<file path="src/sv/assert_macros.svh">
// Assertion macros for the RTL file that checks itself.
// Every macro samples on i_clk and is disabled while i_rst_n is low.
`ifndef ASSERT_MACROS_SVH
`define ASSERT_MACROS_SVH

// Condition must hold at every clock edge out of reset
`define AST_ALWAYS(lbl, cond, msg) \
    lbl: assert property (@(posedge i_clk) disable iff (!i_rst_n) (cond)) else $error(msg);

// Consequent must hold in the same cycle as the antecedent
`define AST_SAME(lbl, ante, cons, msg) \
    lbl: assert property (@(posedge i_clk) disable iff (!i_rst_n) (ante) |-> (cons)) \
        else $error(msg);

// Consequent must hold in the cycle after the antecedent
`define AST_NEXT(lbl, ante, cons, msg) \
    lbl: assert property (@(posedge i_clk) disable iff (!i_rst_n) (ante) |=> (cons)) \
        else $error(msg);

`endif

</file>
<file path="src/sv/gtc_pkg.sv">
// Package for the generalized time checker: constants, field slots, snapshot
// and result types, digit push and days-in-month helpers. No dependencies.
package gtc_pkg;

    localparam int unsigned TimeLen   = 15;
    localparam int unsigned PosW      = 5;
    localparam logic [7:0]  Char0     = 8'h30;
    localparam logic [7:0]  Char9     = 8'h39;
    localparam logic [7:0]  CharZ     = 8'h5A;
    localparam logic [6:0]  MonthMax  = 7'd12;
    localparam logic [6:0]  HourMax   = 7'd23;
    localparam logic [6:0]  MinuteMax = 7'd59;
    localparam logic [6:0]  SecondMax = 7'd60;
    localparam logic [6:0]  MonthFeb  = 7'd2;

    localparam logic [PosW-1:0] PosLastDigit = PosW'(TimeLen - 2);
    localparam logic [PosW-1:0] PosZone      = PosW'(TimeLen - 1);
    localparam logic [PosW-1:0] PosMax       = '1;

    // Which value a digit pair feeds (character position divided by two)
    typedef enum logic [2:0] {
        SLOT_CENT   = 3'd0,
        SLOT_YY     = 3'd1,
        SLOT_MONTH  = 3'd2,
        SLOT_DAY    = 3'd3,
        SLOT_HOUR   = 3'd4,
        SLOT_MINUTE = 3'd5,
        SLOT_SECOND = 3'd6
    } t_slot;

    // Accumulated string state as seen by the range checks
    typedef struct packed {
        logic        at_zone;
        logic        bad;
        logic [13:0] year;
        logic [6:0]  cent;
        logic [6:0]  yy;
        logic [6:0]  month;
        logic [6:0]  day;
        logic [6:0]  hour;
        logic [6:0]  minute;
        logic [6:0]  second;
    } t_snap;

    typedef struct packed {
        logic        valid_res;
        logic [13:0] year_out;
        logic [3:0]  month_out;
        logic [4:0]  day_out;
        logic [4:0]  hour_out;
        logic [5:0]  minute_out;
        logic [5:0]  second_out;
    } t_result;

    function automatic logic [6:0] push7(input logic [6:0] acc, input logic [3:0] d);
        logic [10:0] s;
        s = ({4'b0, acc} << 3) + ({4'b0, acc} << 1) + {7'b0, d};
        return s[6:0];
    endfunction

    function automatic logic [13:0] push14(input logic [13:0] acc, input logic [3:0] d);
        logic [17:0] s;
        s = ({4'b0, acc} << 3) + ({4'b0, acc} << 1) + {14'b0, d};
        return s[13:0];
    endfunction

    function automatic logic [4:0] days_in_month(input logic [3:0] m, input logic leap);
        logic [4:0] dim;
        unique case (m)
            4'd2:                      dim = leap ? 5'd29 : 5'd28;
            4'd4, 4'd6, 4'd9, 4'd11:   dim = 5'd30;
            default:                   dim = 5'd31;
        endcase
        return dim;
    endfunction

endpackage

</file>
<file path="src/sv/gtc_in_if.sv">
// Input channel of the time checker: one character item per handshake.
// Standalone, no package needed.
interface gtc_in_if;
    logic       valid;
    logic       ready;
    logic [7:0] char_byte;
    logic       last_char;

    modport source (output valid, output char_byte, output last_char, input ready);
    modport sink   (input valid, input char_byte, input last_char, output ready);
endinterface

</file>
<file path="src/sv/gtc_out_if.sv">
// Result channel of the time checker: valid flag and six time fields.
// Standalone, no package needed.
interface gtc_out_if;
    logic        valid;
    logic        ready;
    logic        valid_res;
    logic [13:0] year_out;
    logic [3:0]  month_out;
    logic [4:0]  day_out;
    logic [4:0]  hour_out;
    logic [5:0]  minute_out;
    logic [5:0]  second_out;

    modport source (output valid, output valid_res, output year_out, output month_out,
                    output day_out, output hour_out, output minute_out,
                    output second_out, input ready);
    modport sink   (input valid, input valid_res, input year_out, input month_out,
                    input day_out, input hour_out, input minute_out,
                    input second_out, output ready);
endinterface

</file>
<file path="src/sv/generalized_time_checker_unit.sv">
// Top level of the generalized time checker: input register, scanner, checker.
// Depends on gtc_pkg, gtc_in_if, gtc_out_if, gtc_scan, gtc_check, assert_macros.svh.
//
//  Channel  Port   Direction  Payload
//  -------  -----  ---------  ---------------------------------------------------
//  chars    i_chr  in         char_byte[7:0], last_char
//  result   o_res  out        valid_res, year/month/day/hour/minute/second_out
//
// One character item is taken per cycle while no last character waits for the result slot.
// After the last character is accepted it passes the input register and then the result
// register, which loads only once the result slot is free; the result is then offered
// until taken. Reset is synchronous and clears the valid flags and the scanner state.
// A stalled result stops only a last-character item in the input register;
// other characters keep flowing while the result waits, up to that last character.
`include "assert_macros.svh"

module generalized_time_checker_unit (
    input  logic      i_clk,
    input  logic      i_rst_n,
    gtc_in_if.sink    i_chr,
    gtc_out_if.source o_res
);
    import gtc_pkg::*;

    logic       r_in_vld;
    logic [7:0] r_chr;
    logic       r_last;

    logic  adv;
    logic  out_free;
    t_snap snap;

    logic  res_zero;
    logic  res_in_range;

    // Move the held item on; a last character also needs a free result slot
    assign adv         = r_in_vld && (!r_last || out_free);
    assign i_chr.ready = !r_in_vld || adv;

    always_ff @(posedge i_clk) begin
        if (!i_rst_n) begin
            r_in_vld <= 1'b0;
        end else if (i_chr.ready) begin
            r_in_vld <= i_chr.valid;
        end
    end

    always_ff @(posedge i_clk) begin
        if (i_chr.valid && i_chr.ready) begin
            r_chr  <= i_chr.char_byte;
            r_last <= i_chr.last_char;
        end
    end

    gtc_scan u_scan (
        .i_clk   (i_clk),
        .i_rst_n (i_rst_n),
        .i_fire  (adv),
        .i_char  (r_chr),
        .i_last  (r_last),
        .o_snap  (snap)
    );

    gtc_check u_check (
        .i_clk   (i_clk),
        .i_rst_n (i_rst_n),
        .i_load  (adv && r_last),
        .i_snap  (snap),
        .o_free  (out_free),
        .o_res   (o_res)
    );

    // Summaries of the offered result for the checks below
    assign res_zero     = (o_res.year_out == 14'd0) && (o_res.month_out == 4'd0) &&
                          (o_res.day_out == 5'd0) && (o_res.hour_out == 5'd0) &&
                          (o_res.minute_out == 6'd0) && (o_res.second_out == 6'd0);
    assign res_in_range = (o_res.month_out != 4'd0) && (o_res.month_out <= 4'd12) &&
                          (o_res.day_out != 5'd0) && (o_res.hour_out <= 5'd23) &&
                          (o_res.minute_out <= 6'd59) && (o_res.second_out <= 6'd60);

    // Failed strings carry all-zero fields
    `AST_SAME(a_zero_on_fail, o_res.valid && !o_res.valid_res, res_zero, "invalid result with nonzero fields")
    // Passed strings stay within their ranges
    `AST_SAME(a_range_on_pass, o_res.valid && o_res.valid_res, res_in_range, "valid result out of range")
    // Empty input register always takes an item
    `AST_ALWAYS(a_ready_when_empty, r_in_vld || i_chr.ready, "input stalled while empty")
    // A non-last character never waits on the result side
    `AST_NEXT(a_char_flows, r_in_vld && !r_last && !(i_chr.valid && i_chr.ready), !r_in_vld, "character held without cause")

endmodule

</file>
<file path="src/sv/gtc_scan.sv">
// Character scanner: position counter, format flag and digit accumulators.
// Depends on gtc_pkg.
module gtc_scan (
    input  logic          i_clk,
    input  logic          i_rst_n,
    input  logic          i_fire,
    input  logic [7:0]    i_char,
    input  logic          i_last,
    output gtc_pkg::t_snap o_snap
);
    import gtc_pkg::*;

    logic [PosW-1:0] r_pos, n_pos;
    logic            r_bad, n_bad;
    logic [13:0]     r_year, n_year;
    logic [6:0]      r_cent, n_cent;
    logic [6:0]      r_yy, n_yy;
    logic [6:0]      r_month, n_month;
    logic [6:0]      r_day, n_day;
    logic [6:0]      r_hour, n_hour;
    logic [6:0]      r_minute, n_minute;
    logic [6:0]      r_second, n_second;

    logic       is_digit;
    logic       in_digits;
    logic       char_bad;
    logic [3:0] dig;
    t_slot      slot;

    // Classify the character against its position
    always_comb begin
        is_digit  = (i_char >= Char0) && (i_char <= Char9);
        in_digits = (r_pos <= PosLastDigit);
        dig       = i_char[3:0];
        slot      = t_slot'(r_pos[3:1]);
        if (in_digits) begin
            char_bad = !is_digit;
        end else if (r_pos == PosZone) begin
            char_bad = (i_char != CharZ);
        end else begin
            char_bad = 1'b1;
        end
    end

    // Advance the state on each item, clear it after the last one
    always_comb begin
        n_pos    = r_pos;
        n_bad    = r_bad;
        n_year   = r_year;
        n_cent   = r_cent;
        n_yy     = r_yy;
        n_month  = r_month;
        n_day    = r_day;
        n_hour   = r_hour;
        n_minute = r_minute;
        n_second = r_second;
        if (i_fire) begin
            if (i_last) begin
                n_pos    = '0;
                n_bad    = 1'b0;
                n_year   = '0;
                n_cent   = '0;
                n_yy     = '0;
                n_month  = '0;
                n_day    = '0;
                n_hour   = '0;
                n_minute = '0;
                n_second = '0;
            end else begin
                n_bad = r_bad | char_bad;
                if (r_pos != PosMax) begin
                    n_pos = r_pos + 1'b1;
                end
                if (in_digits && is_digit) begin
                    case (slot)
                        SLOT_CENT: begin
                            n_year = push14(r_year, dig);
                            n_cent = push7(r_cent, dig);
                        end
                        SLOT_YY: begin
                            n_year = push14(r_year, dig);
                            n_yy   = push7(r_yy, dig);
                        end
                        SLOT_MONTH:  n_month  = push7(r_month, dig);
                        SLOT_DAY:    n_day    = push7(r_day, dig);
                        SLOT_HOUR:   n_hour   = push7(r_hour, dig);
                        SLOT_MINUTE: n_minute = push7(r_minute, dig);
                        SLOT_SECOND: n_second = push7(r_second, dig);
                        default:     n_second = r_second;
                    endcase
                end
            end
        end
    end

    always_ff @(posedge i_clk) begin
        if (!i_rst_n) begin
            r_pos    <= '0;
            r_bad    <= 1'b0;
            r_year   <= '0;
            r_cent   <= '0;
            r_yy     <= '0;
            r_month  <= '0;
            r_day    <= '0;
            r_hour   <= '0;
            r_minute <= '0;
            r_second <= '0;
        end else begin
            r_pos    <= n_pos;
            r_bad    <= n_bad;
            r_year   <= n_year;
            r_cent   <= n_cent;
            r_yy     <= n_yy;
            r_month  <= n_month;
            r_day    <= n_day;
            r_hour   <= n_hour;
            r_minute <= n_minute;
            r_second <= n_second;
        end
    end

    // Present the state plus this character's format verdict
    always_comb begin
        o_snap.at_zone = (r_pos == PosZone);
        o_snap.bad     = r_bad | char_bad;
        o_snap.year    = r_year;
        o_snap.cent    = r_cent;
        o_snap.yy      = r_yy;
        o_snap.month   = r_month;
        o_snap.day     = r_day;
        o_snap.hour    = r_hour;
        o_snap.minute  = r_minute;
        o_snap.second  = r_second;
    end

endmodule

</file>
<file path="src/sv/gtc_check.sv">
// Range checks on a finished string and the result register.
// Depends on gtc_pkg and gtc_out_if.
module gtc_check (
    input  logic           i_clk,
    input  logic           i_rst_n,
    input  logic           i_load,
    input  gtc_pkg::t_snap i_snap,
    output logic           o_free,
    gtc_out_if.source      o_res
);
    import gtc_pkg::*;

    logic    r_vld;
    t_result r_res;
    t_result n_res;

    logic       leap;
    logic       month_ok;
    logic [4:0] dim;
    logic       day_ok;
    logic       ok;

    // Leap year from the digit pairs: century and year of century
    always_comb begin
        leap     = (i_snap.yy[1:0] == 2'b00) &&
                   ((i_snap.yy != 7'd0) || (i_snap.cent[1:0] == 2'b00));
        month_ok = (i_snap.month != 7'd0) && (i_snap.month <= MonthMax);
        dim      = days_in_month(i_snap.month[3:0], leap);
        day_ok   = (i_snap.day != 7'd0) && (i_snap.day <= {2'b0, dim});
        ok       = i_snap.at_zone && !i_snap.bad && month_ok && day_ok &&
                   (i_snap.hour <= HourMax) && (i_snap.minute <= MinuteMax) &&
                   (i_snap.second <= SecondMax);
    end

    // Pass the fields of a good string through, zero every field of a failed one
    always_comb begin
        if (ok) begin
            n_res.valid_res  = 1'b1;
            n_res.year_out   = i_snap.year;
            n_res.month_out  = i_snap.month[3:0];
            n_res.day_out    = i_snap.day[4:0];
            n_res.hour_out   = i_snap.hour[4:0];
            n_res.minute_out = i_snap.minute[5:0];
            n_res.second_out = i_snap.second[5:0];
        end else begin
            n_res = '0;
        end
    end

    assign o_free = !r_vld || o_res.ready;

    // Hold the result until taken
    always_ff @(posedge i_clk) begin
        if (!i_rst_n) begin
            r_vld <= 1'b0;
        end else if (i_load) begin
            r_vld <= 1'b1;
        end else if (o_res.ready) begin
            r_vld <= 1'b0;
        end
    end

    always_ff @(posedge i_clk) begin
        if (i_load) begin
            r_res <= n_res;
        end
    end

    assign o_res.valid      = r_vld;
    assign o_res.valid_res  = r_res.valid_res;
    assign o_res.year_out   = r_res.year_out;
    assign o_res.month_out  = r_res.month_out;
    assign o_res.day_out    = r_res.day_out;
    assign o_res.hour_out   = r_res.hour_out;
    assign o_res.minute_out = r_res.minute_out;
    assign o_res.second_out = r_res.second_out;

endmodule

</file>
<file path="src/flat_wrapper.sv">
// flat-port wrapper written by rule: the top's interface ports become plain ports
module generalized_time_checker_unit_flat import gtc_pkg::*;
  (i_clk, i_rst_n, i_chr_valid, i_chr_char_byte, i_chr_last_char, i_chr_ready, o_res_valid, o_res_valid_res, o_res_year_out, o_res_month_out, o_res_day_out, o_res_hour_out, o_res_minute_out, o_res_second_out, o_res_ready);
  gtc_in_if i_chr_i ();
  gtc_out_if o_res_i ();
  input  logic i_clk;
  input  logic i_rst_n;
  input wire logic [$bits(i_chr_i.valid)-1:0] i_chr_valid;
  input wire logic [$bits(i_chr_i.char_byte)-1:0] i_chr_char_byte;
  input wire logic [$bits(i_chr_i.last_char)-1:0] i_chr_last_char;
  output wire logic [$bits(i_chr_i.ready)-1:0] i_chr_ready;
  output wire logic [$bits(o_res_i.valid)-1:0] o_res_valid;
  output wire logic [$bits(o_res_i.valid_res)-1:0] o_res_valid_res;
  output wire logic [$bits(o_res_i.year_out)-1:0] o_res_year_out;
  output wire logic [$bits(o_res_i.month_out)-1:0] o_res_month_out;
  output wire logic [$bits(o_res_i.day_out)-1:0] o_res_day_out;
  output wire logic [$bits(o_res_i.hour_out)-1:0] o_res_hour_out;
  output wire logic [$bits(o_res_i.minute_out)-1:0] o_res_minute_out;
  output wire logic [$bits(o_res_i.second_out)-1:0] o_res_second_out;
  input wire logic [$bits(o_res_i.ready)-1:0] o_res_ready;
  assign i_chr_i.valid = i_chr_valid;
  assign i_chr_i.char_byte = i_chr_char_byte;
  assign i_chr_i.last_char = i_chr_last_char;
  assign i_chr_ready = i_chr_i.ready;
  assign o_res_valid = o_res_i.valid;
  assign o_res_valid_res = o_res_i.valid_res;
  assign o_res_year_out = o_res_i.year_out;
  assign o_res_month_out = o_res_i.month_out;
  assign o_res_day_out = o_res_i.day_out;
  assign o_res_hour_out = o_res_i.hour_out;
  assign o_res_minute_out = o_res_i.minute_out;
  assign o_res_second_out = o_res_i.second_out;
  assign o_res_i.ready = o_res_ready;
  generalized_time_checker_unit u_core (.i_clk(i_clk), .i_rst_n(i_rst_n), .i_chr(i_chr_i), .o_res(o_res_i));
endmodule
</file>
<file path="config.mk">
export PLATFORM = sky130hd
export DESIGN_NAME = generalized_time_checker_unit_flat
export DESIGN_NICKNAME = d
export VERILOG_FILES = /design/src/sv/gtc_pkg.sv /design/src/sv/gtc_in_if.sv /design/src/sv/gtc_out_if.sv /design/src/sv/generalized_time_checker_unit.sv /design/src/sv/gtc_scan.sv /design/src/sv/gtc_check.sv /design/src/flat_wrapper.sv
export VERILOG_INCLUDE_DIRS = /design/src /design/src/sv
export SDC_FILE = /design/constraint.sdc
export NUM_CORES = 1
export LEC_CHECK = 0
export ABC_AREA = 1
export CORE_ASPECT_RATIO = 1.1
export CORE_MARGIN = 3
export CORE_UTILIZATION = 53
export DETAILED_ROUTE_END_ITERATION = 16
export DONT_BUFFER_PORTS = 1
export PLACE_DENSITY = 0.79
export SETUP_SLACK_MARGIN = 0.4
export SYNTH_ARGS = -nofsm -noshare
export SYNTH_HDL_FRONTEND = slang
export SYNTH_SLANG_ARGS = --single-unit
export TNS_END_PERCENT = 30
</file>
<file path="constraint.sdc">
create_clock -name i_clk -period 3 [get_ports i_clk]
set_input_delay 0.15 -clock i_clk [delete_from_list [all_inputs] [get_ports i_clk]]
set_output_delay 0.15 -clock i_clk [all_outputs]
set_load 0.02 [all_outputs]
</file>
---- Yosys cells after proc, flatten, opt, wreduce, memory -nomap -nowiden ----
Cells that the tools add are included.
word-level totals
  input bits .............................. 13
  word-level logic and storage cells ...... 146
  flip-flop bits (word level) ............. 116
  output and inout port bits .............. 43
cells by class
  bitwise gates (word level) .............. 1
  magnitude comparators ................... 8
  mux-type cells .......................... 34
  equal/unequal tests ..................... 14
  reduce and logical (&&, ||, !) cells .... 51
  add/sub/neg operators ................... 17
operators by type and width
  kind                count
  $mux 7              18
  $add 7x4->7         6
  $add 7x7->7         6
  $mux 14             3
  $mux 41             1
  $reduce_and 3->1    8
  $reduce_bool 2->1   11
  $reduce_bool 7->1   3
  $add 14x14->14      1
  $add 14x4->14       1
  $le 7x6->1 const B  2
  $logic_and 1x1->1   14
  $mux 5              2
  $eq 3x3->1 const B  3
  $eq 4x3->1 const B  2
  $eq 4x4->1 const B  2
  $ge 8x6->1 const B  1
  $le 8x6->1 const B  1
  $ne 8x7->1 const B  1
  $le 7x4->1 const B  1
  $le 7x5->1          1
  $le 7x5->1 const B  1
  $eq 3x2->1 const B  2
  $mux 1              6
  other kinds (18)    28

---- Logic depth before layout (Yosys ltp) ----
  word-level depth ........................ 13
  gate-level depth with buffers ........... 13
  depth with buffers taken out ............ 13

---- Hierarchy ----
Synthesis repeated with hierarchy kept, for this count alone.
unflattened totals
  cell total of the unflattened synthesis .. 1002
  area, all modules ....................... 7843.8 sq um
modules (own cells, without submodules)
  module                         instances  cells an instance  sequential area each (sq um)  area an instance (sq um)
  gtc_scan                       1          797                1381.3                        5520.3
  gtc_check                      1          185                1251.2                        1979.4
  generalized_time_checker_unit  1          20                 290.3                         344.1

---- Worst setup path before layout ----
No wires, ideal clock.
  path kind ............................... register to register
  start point ............................. register u_core.r_last
  end point ............................... register u_core.u_check.r_res (netlist bit u_core.u_check.o_res.day_out[0]), enable pin
  slack ................................... 697 ps
  arrival time ............................ 1907 ps
  required time ........................... 2604 ps
  period minus slack after synthesis ...... 2303 ps
  buffers on the path ..................... 2
  library setup time ...................... 396 ps
  stages on the path, launching flop included .. 8
  cell sequence ........................... edfxtp_1 -> buf_6 -> nand3_1 -> nand2_1 -> inv_4 -> nand2_2 -> buf_2 -> inv_1
on the way
  word-level cells in the longest chain between the ends .. 4
RTL lines
  what                             line                                 RTL
  start: declaration               generalized_time_checker_unit.sv:27  logic r_last;
  start signal: assignment         generalized_time_checker_unit.sv:51  r_last <= i_chr.last_char;
  $logic_not 1->1                  generalized_time_checker_unit.sv:37  assign adv = r_in_vld && (!r_last || out_free);
  $logic_or 1x1->1                 generalized_time_checker_unit.sv:37
  $logic_and 1x1->1                generalized_time_checker_unit.sv:37
  $logic_and 1x1->1 *              generalized_time_checker_unit.sv:67  .i_load (adv && r_last),
  named net u_core.u_check.i_load  gtc_check.sv:6                       input logic i_load,
  end signal: assignment           gtc_check.sv:65                      r_res <= n_res;
  end: declaration                 gtc_check.sv:14                      t_result r_res;
The timed path passes the listed nets; every way through them passes the cells marked *.
A chain may end at the register's enable or synchronous reset.

---- Final worst setup path ----
  start point ............................. register u_core.r_chr[3]
  end point ............................... register u_core.u_scan.r_second[6]
on the way
  word-level cells in the longest chain between the ends .. 5
  elaborated cells between the ends (all ways) .. 10
  classes of those cells .................. add/sub: 1; order compare: 2; mux: 3; reduce/logical: 4
RTL lines
  what                                             line                                 RTL
  start: declaration                               generalized_time_checker_unit.sv:26  logic [7:0] r_chr;
  start signal: assignment                         generalized_time_checker_unit.sv:50  r_chr <= i_chr.char_byte;
  $ge 8x6->1 / $le 8x6->1 (equally long branches)  gtc_scan.sv:32                       is_digit = (i_char >= Char0) && (i_char <= Char9);
  $logic_and 1x1->1                                gtc_scan.sv:32
  $logic_and 1x1->1                                gtc_scan.sv:74                       if (in_digits && is_digit) begin
  $reduce_bool 2->1 (no source line)               n/a
  $reduce_and 3->1 (no source line)                n/a
  end signal: assignment                           gtc_scan.sv:118                      r_second <= n_second;
  end: declaration                                 gtc_scan.sv:22                       logic [6:0] r_second, n_second;
Parallel ways exist; a longest one is shown, timed or not. The select of a mux whose other input is x is not followed.

==> flow_summary.json <==
{
  "finish.instance_area_um2": 8410,
  "yosys.area_share.simple_pct": 26.8,
  "grt_max_degree": 63,
  "synthFlopType": "dfxtp_1",
  "crit_required_ns": 3.33,
  "cts_sinks": 116,
  "p_per_area_nw_per_um2": 464,
  "hold_viol": 0,
  "synth_compound_area_share_pct": 6.57,
  "syn2layout_area_growth_pct": 12.4,
  "hold-path-cell-count": 3,
  "cpMaxStageDelayCell": "fa_1",
  "clockBufferDepth": 2,
  "antenna_found_initial": 0,
  "root_buffer": "clkbuf_16",
  "synth_area_um2": 7480,
  "dpl_cell_area_um2": 7610,
  "htreeDepth": 4,
  "final_common_cell": "nand2_1",
  "cpPeakStageDelay_ns": 0.50,
  "clkTransAtPathRegs_ns": 0.06,
  "synthDominantCellAreaShare_pct": 20.1,
  "dieHeight_um": 131,
  "cts_tree": "yes",
  "syn_area_per_cell_um2": 8.55,
  "fin_hold_ws_ns": 0.140,
  "utilization_pct": 62.4,
  "path_max_fanout": 10,
  "synth_warnings": 0,
  "grt_pass1_wl_mm": 26.5,
  "drtPass1Iterations": 5,
  "synthCells": 875,
  "worstHoldPathType": "in2reg",
  "cp-end-kind": "flip-flop",
  "synth_nets": 978,
  "rsz0062_at_grt": "true",
  "worstPathArrival_ns": 2.78,
  "grt-ovfl-total": 0,
  "run_status": "complete, no violations",
  "rows": 44,
  "async_reset_ff_share_pct": 0,
  "gpl.final_weighted_congestion": 0.911,
  "hpwl_mm": 10.9,
  "crit_type": "reg2reg",
  "clk_latency_ns": 0.42,
  "routed_wl_mm": 15.8,
  "grtUsageTotal_pct": 21.3,
  "synth_top_family_by_area": "simple AND/OR/NAND/NOR gates",
  "fin_crit_sh_pct": 81.5,
  "tightestPinTransition_ns": 1.14,
  "max_slew_margin_pct": 24.1,
  "final_cell_mix": "nand2_1, inv_1, nand3_1, ha_1, a21oi_1",
  "path_buf_inv": 3,
  "synth_adder_area_share_pct": 16.4,
  "synth_edf_count": 50,
  "start_util_pct": 55.5,
  "vias": 5856,
  "period_needed_ns": 2.45,
  "ys_ff_latch": 116,
  "diodes": 0,
  "cts_inserted_buffers": 17,
  "ys_top_cells_by_area": "edfxtp_1, dfxtp_1, ha_1, nand2_1, inv_1",
  "synthXorXnorAreaFrac_pct": 3.39,
  "power.static_leakage_nw": 3.59,
  "path_depth": 11,
  "muxShareOfSynthArea_pct": 0,
  "seq_area_frac_synth_pct": 37.7,
  "crit_chain": "buf_12, fa_1, inv_1, fa_1, o21ai_0, a21oi_1, inv_1, nand2_1, nand2_1, nand2_1, a21oi_1",
  "pin_count": 56,
  "grt_pass1_vias": 5517,
  "fp.dieW_um": 119,
  "tns_ns": 0,
  "max-vdd-ir-drop_uv": 312,
  "io_buffer_count": 0,
  "critPathTopFamily": "adder cells",
  "route.antenna.remaining_nets": 0,
  "viasPerCell": 5.37,
  "drtIter0Drc": 372,
  "maxCapViolations": 0,
  "fp.dieArea_um2": 15600,
  "max_freq_mhz": 409,
  "setup_viol": 0,
  "crit_top_cell": "nand2_1",
  "r2r_cells": 11,
  "drive_above_1_share_pct": 12.1,
  "drc": 0,
  "coreArea_um2": 13500,
  "nNetsFinal": 996,
  "synth.distinct_cells": 40,
  "drv_slew": 0,
  "synth_top_area_cell": "edfxtp_1",
  "start_kind": "flip-flop",
  "skew_ns": 0.0116,
  "post_drt_wl_per_cell_um": 14.5
}
repair_timing:
item,in CTS,in global routing
gates resized for setup,0,0
hold endpoints to repair,14,0
hold buffers,12,0
setup endpoints to repair,2,6
setup buffers,1,6
worst reg2reg max path, stage by stage, from the launching register on:
cell and delay (ns):
edfxtp_1 0.42, buf_12 0.18, fa_1 0.51, inv_1 0.07, fa_1 0.46, o21ai_0 0.22
a21oi_1 0.12, inv_1 0.08, nand2_1 0.05, nand2_1 0.07, nand2_1 0.05, a21oi_1 0.13
report_power, final:
part	total (mW)	internal (mW)	switching [mW]	leakage, nW
sequential	1.68	1.66	0.0222	1.06
combinational	0.140	0.0453	0.0947	2.24
clock	2.08	1.38	0.702	0.291
synthesized netlist by cell type, drive strengths merged (2+ instances only):
cell / number
nand2: 180
a31oi: 2
xor2: 16
o211ai: 2
nand4: 13
or2: 3
nor2: 45
inv: 133
clkbuf: 7
nand3: 89
ha: 76
o21ai: 9
nor3b: 2
a21oi: 74
nor3: 55
dfxtp: 66
edfxtp: 50
xnor2: 13
buf: 18
o21bai: 2
fa: 14
nor4: 2
registers in the layout (all words and copies together) (netlist names):
name                             cells
u_core.u_scan.r_year                14
u_core.u_scan.r_pos                  5
u_core.u_check.o_res.second_out      6
u_core.u_check.o_res.hour_out        5
u_core.u_scan.r_month                7
u_core.u_check.o_res.year_out       14
u_core.u_scan.r_yy                   7
u_core.u_scan.r_second               7
u_core.u_check.o_res.valid           1
u_core.u_scan.r_bad                  1
u_core.u_check.o_res.minute_out      6
u_core.u_check.o_res.month_out       4
u_core.r_in_vld                      1
u_core.u_scan.r_cent                 2
u_core.u_check.o_res.day_out         5
u_core.r_last                        1
u_core.r_chr                         8
u_core.u_check.o_res.valid_res       1
u_core.u_scan.r_day                  7
u_core.u_scan.r_hour                 7
u_core.u_scan.r_minute               7
layout make-up:
cell class | count | area [um^2]
clock inverters | 11 | 160
well taps | 184 | 230
flip-flops and latches | 116 | 2820
repair buffers | 24 | 273
clock buffers | 21 | 440
multi-input cells | 601 | 3980
fillers | 1131 | 5080
inverters | 133 | 502
kinds of logic (layout without fill, tap and decap cells):
family	count (synthesis)	after routing
compound gates	92	92
xor+xnor	29	29
fa+ha+maj	90	90
buf+inv	158	189
flops	116	116
simple gates	390	390
per-layer routing:
layer	up-vias	share of wire, %	global-route usage (%)
met2	146	49	37.2
met5	-	0	0
met4	0	1.3	6.87
li1	2938	-	-
met1	2755	45	26.7
met3	17	4.4	4.56
worst paths after layout:
path / start / to / slack (ns)
max: u_core.r_chr[3] / u_core.u_scan.r_second[6] / 0.55
min: o_res_ready / u_core.r_in_vld / 0.14
max reg2reg: u_core.r_chr[3] / u_core.u_scan.r_second[6] / 0.55
min reg2reg: u_core.u_scan.r_year[13] / u_core.u_scan.r_year[13] / 0.47
through the flow:
step,instances,setup WS [ns],power [mW]
3_3_place_gp,1039,0.454,1.83
2_1_floorplan,875,0.697,1.80
3_5_place_dp,1039,0.412,1.83
5_1_grt,1090,0.390,4.02
4_1_cts,1084,0.460,3.92
6_report,1090,0.555,3.90
Power figures use the tool's default switching activity.
